--- config.mk ---
export PLATFORM = sky130hd
export DESIGN_NAME = edfvd_ctrl
export DESIGN_NICKNAME = d
export VERILOG_FILES = /design/src/rtl/core/edfvd_pkg.sv /design/src/rtl/core/edfvd_ctrl.sv
export SDC_FILE = /design/constraint.sdc
export NUM_CORES = 1
export LEC_CHECK = 0
export BUFFER_PORTS_ARGS = -buffer_cell sky130_fd_sc_hd__buf_2
export CAP_MARGIN = 0
export CORE_AREA = 2 2 45 47
export CTS_CLUSTER_SIZE = 24
export DETAILED_ROUTE_END_ITERATION = 8
export DIE_AREA = 0 0 47 49
export PLACE_DENSITY = 0.81
export SLEW_MARGIN = 20
export SYNTH_ARGS = -nofsm -noshare
export SYNTH_HDL_FRONTEND = slang
export SYNTH_SLANG_ARGS = --single-unit
--- constraint.sdc ---
create_clock -name clk_i -period 2.08 [get_ports clk_i]
set_input_delay 0.416 -clock clk_i [delete_from_list [all_inputs] [get_ports clk_i]]
set_output_delay 0.416 -clock clk_i [all_outputs]
set_load 0.02 [all_outputs]
--- src/rtl/core/edfvd_pkg.sv ---
package edfvd_pkg;

  localparam int unsigned QueueDepthDefault = 16;
  localparam int unsigned TaskBitsDefault   = 4;

  localparam int unsigned DemandW   = 16;
  localparam int unsigned KeyW      = 24;
  localparam int unsigned RealDlW   = 20;
  localparam int unsigned KeyFracW  = 4;
  localparam int unsigned OutTaskW  = 4;

  typedef enum logic {
    OP_TICK    = 1'b0,
    OP_RELEASE = 1'b1
  } op_e;

  // Command from the controller to the datapath.
  typedef struct packed {
    logic load_item;    // capture the incoming item
    logic scan_start;   // reset the scan index
    logic scan_step;    // examine one entry for the insert position
    logic shift_step;   // move one entry up to open the insert slot
    logic write_new;    // write the new job at the insert position
    logic tick_head;    // run the head job for one tick
    logic remove_step;  // move one entry down to close the head slot
    logic purge_step;   // examine one entry during the purge
    logic sort_start;   // begin the re-sort
    logic sort_step;    // one compare-exchange step of the re-sort
  } edfvd_cmd_t;

  // Status from the datapath to the controller.
  typedef struct packed {
    logic is_release;
    logic full;
    logic level_low_drop;
    logic empty;
    logic scan_hit;
    logic scan_end;
    logic shift_end;
    logic head_done;
    logic head_switch;
    logic remove_end;
    logic purge_end;
    logic sort_end;
  } edfvd_sts_t;

endpackage

--- src/rtl/core/edfvd_ctrl.sv ---
module edfvd_ctrl (
  input  logic                  clk_i,
  input  logic                  rst_ni,
  input  logic                  in_valid_i,
  output logic                  in_ready_o,
  output logic                  out_valid_o,
  input  logic                  out_ready_i,
  output edfvd_pkg::edfvd_cmd_t cmd_o,
  input  edfvd_pkg::edfvd_sts_t sts_i,
  output logic                  idle_o,
  output logic                  switch_o,
  output logic                  done_o,
  output logic                  accept_o,
  output logic                  task_zero_o
);
  import edfvd_pkg::*;

  typedef enum logic [3:0] {
    S_IDLE, S_DECIDE, S_SCAN, S_SHIFT, S_WRITE, S_TICK, S_EVAL,
    S_REMOVE, S_PURGE, S_SORT_START, S_SORT, S_OUT
  } state_e;

  state_e state_q;
  logic   out_valid_q, idle_q, sw_q, done_q, acc_q, tz_q;

  // A new item is taken only once the previous result has transferred.
  assign in_ready_o  = (state_q == S_IDLE) && !out_valid_q;
  assign out_valid_o = out_valid_q;
  assign idle_o      = idle_q;
  assign switch_o    = sw_q;
  assign done_o      = done_q;
  assign accept_o    = acc_q;
  assign task_zero_o = tz_q;

  // Command decode per state.
  always_comb begin
    cmd_o = '0;
    unique case (state_q)
      S_IDLE:       cmd_o.load_item   = in_valid_i && in_ready_o;
      S_DECIDE:     cmd_o.scan_start  = 1'b1;
      S_SCAN:       cmd_o.scan_step   = 1'b1;
      S_SHIFT:      cmd_o.shift_step  = 1'b1;
      S_WRITE:      cmd_o.write_new   = 1'b1;
      S_TICK:       cmd_o.tick_head   = 1'b1;
      S_REMOVE:     cmd_o.remove_step = 1'b1;
      S_PURGE:      cmd_o.purge_step  = 1'b1;
      S_SORT_START: cmd_o.sort_start  = 1'b1;
      S_SORT:       cmd_o.sort_step   = 1'b1;
      default:      cmd_o = '0;
    endcase
  end

  // Sequencer and result flags.
  always_ff @(posedge clk_i or negedge rst_ni) begin
    if (!rst_ni) begin
      state_q <= S_IDLE;
      out_valid_q <= 1'b0;
      idle_q <= 1'b0; sw_q <= 1'b0; done_q <= 1'b0; acc_q <= 1'b0; tz_q <= 1'b0;
    end else begin
      if (out_valid_q && out_ready_i) out_valid_q <= 1'b0;
      unique case (state_q)
        S_IDLE: if (in_valid_i && in_ready_o) state_q <= S_DECIDE;
        S_DECIDE: begin
          idle_q <= 1'b0; sw_q <= 1'b0; done_q <= 1'b0; acc_q <= 1'b0; tz_q <= 1'b1;
          if (sts_i.is_release) begin
            if (sts_i.full || sts_i.level_low_drop) state_q <= S_OUT;
            else state_q <= S_SCAN;
          end else if (sts_i.empty) begin
            idle_q  <= 1'b1;
            state_q <= S_OUT;
          end else state_q <= S_TICK;
        end
        S_SCAN: if (sts_i.scan_hit || sts_i.scan_end) state_q <= S_SHIFT;
        S_SHIFT: if (sts_i.shift_end) state_q <= S_WRITE;
        S_WRITE: begin
          acc_q <= 1'b1;
          state_q <= S_OUT;
        end
        S_TICK: begin
          tz_q <= 1'b0;
          state_q <= S_EVAL;
        end
        S_EVAL: begin
          done_q <= sts_i.head_done;
          sw_q   <= sts_i.head_switch;
          if (sts_i.head_done) state_q <= S_REMOVE;
          else if (sts_i.head_switch) state_q <= S_PURGE;
          else state_q <= S_OUT;
        end
        S_REMOVE: if (sts_i.remove_end) state_q <= sw_q ? S_PURGE : S_OUT;
        S_PURGE: if (sts_i.purge_end) state_q <= S_SORT_START;
        S_SORT_START: state_q <= S_SORT;
        S_SORT: if (sts_i.sort_end) state_q <= S_OUT;
        S_OUT: if (!out_valid_q) begin
          out_valid_q <= 1'b1;
          state_q <= S_IDLE;
        end
        default: state_q <= S_IDLE;
      endcase
    end
  end

  assert property (@(posedge clk_i) disable iff (!rst_ni)
    (state_q != S_IDLE) |-> !in_ready_o)
    else $error("ready while busy");
  assert property (@(posedge clk_i) disable iff (!rst_ni)
    out_valid_q && !out_ready_i |=> out_valid_q)
    else $error("result dropped");
  assert property (@(posedge clk_i) disable iff (!rst_ni)
    out_valid_q |-> !(acc_q && (sw_q || done_q || idle_q)))
    else $error("release result with tick flags");

endmodule

# ---- Word level (Yosys, flattened, before mapping)
# Index checks and enable logic that the tools add are counted.
dict set report word_totals {
  word_cells 69
  register_bits 10
}
dict set report op_classes {
  n_reduce_logical 11
  n_eq_ne 18
  n_mux 33
}
# cell count
set op_table {}
lappend op_table {{case mux 4 bit (12 select lines)} 1}
lappend op_table {{two-way mux 4 bit} 11}
lappend op_table {{== test 4 x 3 -> 1 bit, second input constant} 4}
lappend op_table {{== test 4 bit, second input constant} 4}
lappend op_table {{two-way mux 1 bit} 15}
lappend op_table {{!= test 2 bit, second input constant} 6}
lappend op_table {{== test 4 x 2 -> 1 bit, second input constant} 2}
lappend op_table {{case mux 1 bit (2 select lines)} 4}
lappend op_table {{AND reduction 7 bit} 1}
lappend op_table {{nonzero test 2 bit} 3}
lappend op_table {{== test 4 x 1 -> 1 bit, second input constant} 1}
lappend op_table {{logical NOT 4 bit} 1}
lappend op_table {{two-way mux 2 bit} 2}
lappend op_table {{logical AND 1 bit} 3}
lappend op_table {{logical OR 1 bit} 2}
lappend op_table {{!= test 2 x 1 -> 1 bit, second input constant} 1}
lappend op_table {{logical NOT 1 bit} 1}

# ---- Depth between registers and ports, before layout
dict set report depth {
  word_depth 5
  ltp_mapped 6
  mapped_depth_nobuf 5
}

# ---- Worst setup path before layout
# No wires, ideal clock.
dict set report synth_timing {
  kind {flip-flop to output port}
  start {register state_q[0]}
  end {output port cmd_o[9] (netlist name)}
  t_arrival_ns 1.272
  path_slack_ns 0.392
  required_ns 1.664
  stages_incl_launch_ff 4
  n_path_buf 1
  path_cell_list {dfrtp_1 buf_6 or4_4 nor2b_1}
}
# item line_no
set synth_rtl {}
lappend synth_rtl {{from (decl)} edfvd_ctrl.sv:23} ;# state_e state_q;
lappend synth_rtl {{from (signal assigned)} edfvd_ctrl.sv:90} ;# S_REMOVE: if (sts_i.remove_end) state_q <= sw_q ? S_PURGE : S_OUT;
lappend synth_rtl {{to (decl)} edfvd_ctrl.sv:8} ;# output edfvd_pkg::edfvd_cmd_t cmd_o,

==> reports/results.txt <==
For the CTS H-tree depth, the log shows 1. The area share of the largest cell type after synthesis was 0.314. For this run, the detailed router's first-pass iteration total came to 5. Measured along the x axis, the die boundary spans 47 um.

The part of the Yosys area used for sequential elements is 0.314. The transition time at the pin with the least slew margin works out to 494 ps. The power density over the cells was 1610 nW/um^2. TritonCTS built the clock tree. Of all nets on the critical path, the largest fanout is 7. The number of antenna diodes in the final layout is 0.

Max-cap violations in this run came to 0. CTS placed an instance of sky130_fd_sc_hd__clkbuf_4 at the clock tree root. The number of global-route vias before repair was 815.

The latest clock arrival within the worst-skew pair is 280 ps. The hold path depth was 2. The floorplan has 16 rows. The worst setup path is launched from a flop. The starting utilization of the core area came out at 0.433. In this run the critical register-to-register path is launched from state_q[1]$_DFFE_PN0P_. Dividing the detail-routed via count by the number of cells gives 5.17. The number of antenna violations at the first check in global routing is 0. The relative slew slack is 0.670. By area the synthesized netlist is led by sky130_fd_sc_hd__dfrtp_1 (31%), sky130_fd_sc_hd__nand2b_1 (6.3%), sky130_fd_sc_hd__nor2_1 (5.2%). Nature of the critical path endpoint: an output pin. In this run the most critical hold path is launched from sts_i[2]. Setup violations remaining at the end of the flow were counted as 0.

The count of buffers added on input and output ports is 32. The pin count of the biggest net entering global routing was 12; the routed via count was 802. Setup total negative slack on the finished layout was measured at 0 ps.

The run gives 155 as the count of placed standard cells in the final layout, fillers left out. The die covers 2300 um^2. For the max-slew violation count, the log shows 0.

Detailed placement finished with a half-perimeter wire length of 1610 um. The run gives 37 as the distinct cell type count after synthesis. The die is 49 um tall.

The logs give 0 for the sum of overflow across all layers after global routing and 10 for the number of sinks handled by clock tree synthesis. In this run the critical register-to-register path is captured at state_q[1]$_DFFE_PN0P_. The worst path needs 1970 ps of the cycle, external delays included. At the worst endpoint, the arrival time is 1560 ps.

The I/O pin count is 33, and the detailed-route wire length per cell is 13.3 um. For the final hold violation count, the log shows 0. Data required time at the worst endpoint: 1660 ps. The total area inside the core boundary comes to 1840 um^2.

For this design the static power due to leakage is 0.542 nW. In this run the worst hold path is classified as input port to flop. The routed design has 2060 um of wire. The number of register bits inferred by synthesis is 10. Counting along the longest clock path gives a buffer depth of 2. The worst register-to-register path has a setup slack of 310 ps. The library cell occupying the most area in the post-synthesis netlist was sky130_fd_sc_hd__dfrtp_1. After detailed routing, the number of remaining DRC violations is 0.

Counting cells, the worst reg-to-reg path comes to 6. For the last weighted congestion value of the routability-driven placer, the log shows 0.918. The clock-pin slew on the worst setup and hold paths works out to 70 ps. For the total global-route track usage, the log shows 0.219. The run finished with clean final reports. First-pass GRT wire length: 3620 um. For the worst voltage drop across the vdd grid, the log shows 762 uV. In this run the cell area of the synthesized design comes to 797 um^2. The average size of a mapped cell is 8.76 um^2.

Once detail routing completed, the nets flagged for antenna violations numbered 0. The number of standard cells after synthesis is 91. Clock tree synthesis inserted a total of 3 buffers. For the final database, setup skew stands at 6.07 ps. The hold-critical path endpoint is state_q[2]$_DFFE_PN0P_. Setup repair after global routing left no endpoint under its margin.

The Yosys step of the flow raised 0 warnings. Worst setup path category: flop to output pin. The number of DRC markers after the initial detailed-route iteration was 20.

The tools report the placed instance count as 149. The net count of the finished layout is 146. Based on the critical path, the design can be clocked at up to 506 MHz. The area added between synthesis and finish is 31.7%, and the fill cell total of the finished layout is 180. The final period utilization was 0.949.

The share of final-layout standard cells stronger than drive strength 1 was 0.430; the number of nets produced by synthesis was 107.
==> cell families (layout without fill, tap and decap cells) <==
group,after synthesis,count (layout),synth area share
simple gates,43,43,0.306
compound gates,26,26,0.278
flops,10,10,0.314
buf+inv,10,47,0.0691
mux,2,2,0.0330
==> where the power goes <==
group	leakage (nW)	internal (mW)	switching, mW
clock	0.0138	0.0671	0.0758
combinational	0.405	0.516	0.632
sequential	0.123	0.293	0.109
total	0.542	0.876	0.818
==> Yosys cell counts (all sizes together) <==
library cell,number
a2111oi,1
a211o,2
a211oi,1
a21o,2
a21oi,3
a22oi,1
a31oi,2
and2b,2
buf,5
dfrtp,10
inv,5
mux2,2
nand2,4
nand2b,8
nand3b,1
nand4b,1
nor2,11
nor2b,5
nor3,3
nor3b,1
nor4bb,1
o21ai,5
o21bai,1
o22a,2
o2bb2ai,1
o31ai,2
o32ai,3
or2,4
or3,1
or4,1
==> placed cells by master, fill, tap and decap left out, drive strengths merged, types with 2 or more instances in the layout <==
| cell | synthesis | routed |
|---|---|---|
| nand2 | 4 | 4 |
| o22a | 2 | 2 |
| o32ai | 3 | 3 |
| nor3 | 3 | 3 |
| or2 | 4 | 4 |
| a31oi | 2 | 2 |
| nor2 | 11 | 11 |
| dfrtp | 10 | 10 |
| o31ai | 2 | 2 |
| mux2 | 2 | 2 |
| inv | 5 | 5 |
| nand2b | 8 | 8 |
| a21o | 2 | 2 |
| and2b | 2 | 2 |
| a21oi | 3 | 3 |
| o21ai | 5 | 5 |
| clkbuf | 0 | 3 |
| buf | 5 | 38 |
| nor2b | 5 | 5 |
| a211o | 2 | 2 |
==> worst max-delay path by stage <==
stage | startpoint | to | slack [ps] | depth (start not counted)
final | state_q[2]$_DFFE_PN0P_ | cmd_o[8] | 110 | 4
after global routing | state_q[2]$_DFFE_PN0P_ | cmd_o[8] | 8 | 4
after CTS | state_q[2]$_DFFE_PN0P_ | cmd_o[8] | 20 | 4
after detailed placement | state_q[2]$_DFFE_PN0P_ | cmd_o[8] | 320 | 4
after global placement | state_q[2]$_DFFE_PN0P_ | cmd_o[8] | 340 | 4
after floorplan | state_q[0]$_DFFE_PN0P_ | cmd_o[9] | 390 | 3
==> critical path: stages, from the launching register on <==
cell                      delay, ps
sky130_fd_sc_hd__dfrtp_1        440
sky130_fd_sc_hd__or2_4          290
sky130_fd_sc_hd__or2_2          320
sky130_fd_sc_hd__inv_1           80
sky130_fd_sc_hd__buf_2          160
==> what timing repair did <==
item | 4_1_cts | 5_1_grt
hold buffers | 1 | 0
endpoints found under the hold margin | 5 | 0
endpoints found under the setup margin | 0 | 4
resized for setup | 0 | 5
buffers inserted | 0 | 2
==> cell type report <==
cell class	instances	area, um^2	area share
Inverter	5	18.8	0.0179
Multi-Input combinational cell	71	507	0.483
Timing Repair Buffer	39	215	0.205
Clock buffer	3	22.5	0.0215
Sequential cell	10	253	0.241
Tap cell	27	33.8	0.0322
==> sequential cells by signal, summed over array words and instances, names as in the netlist <==
name	count
done_o	1
accept_o	1
out_valid_o	1
idle_o	1
task_zero_o	1
switch_o	1
state_q	4
==> metrics by stage <==
stage          power [mW]  worst slack (ps)   util  instance area [um^2]  hold slack (ps)
6_report             1.69               105  0.570                  1050              369
5_1_grt              1.84              8.13  0.570                  1050              379
4_1_cts              1.63              15.7  0.552                  1020              359
3_5_place_dp         1.48               315  0.535                   985              298
3_3_place_gp         1.46               337  0.535                   985              289
2_1_floorplan        1.22               392      -                   797              120
==> routing by layer <==
metal	vias up	global-route usage	part of all wire
li1	402	-	-
met1	372	0.270	0.42
met2	24	0.345	0.51
met3	4	0.0296	0.043
met4	0	0.134	0.021
met5	-	0	0
Note: power is estimated with default switching activity, not from simulation.
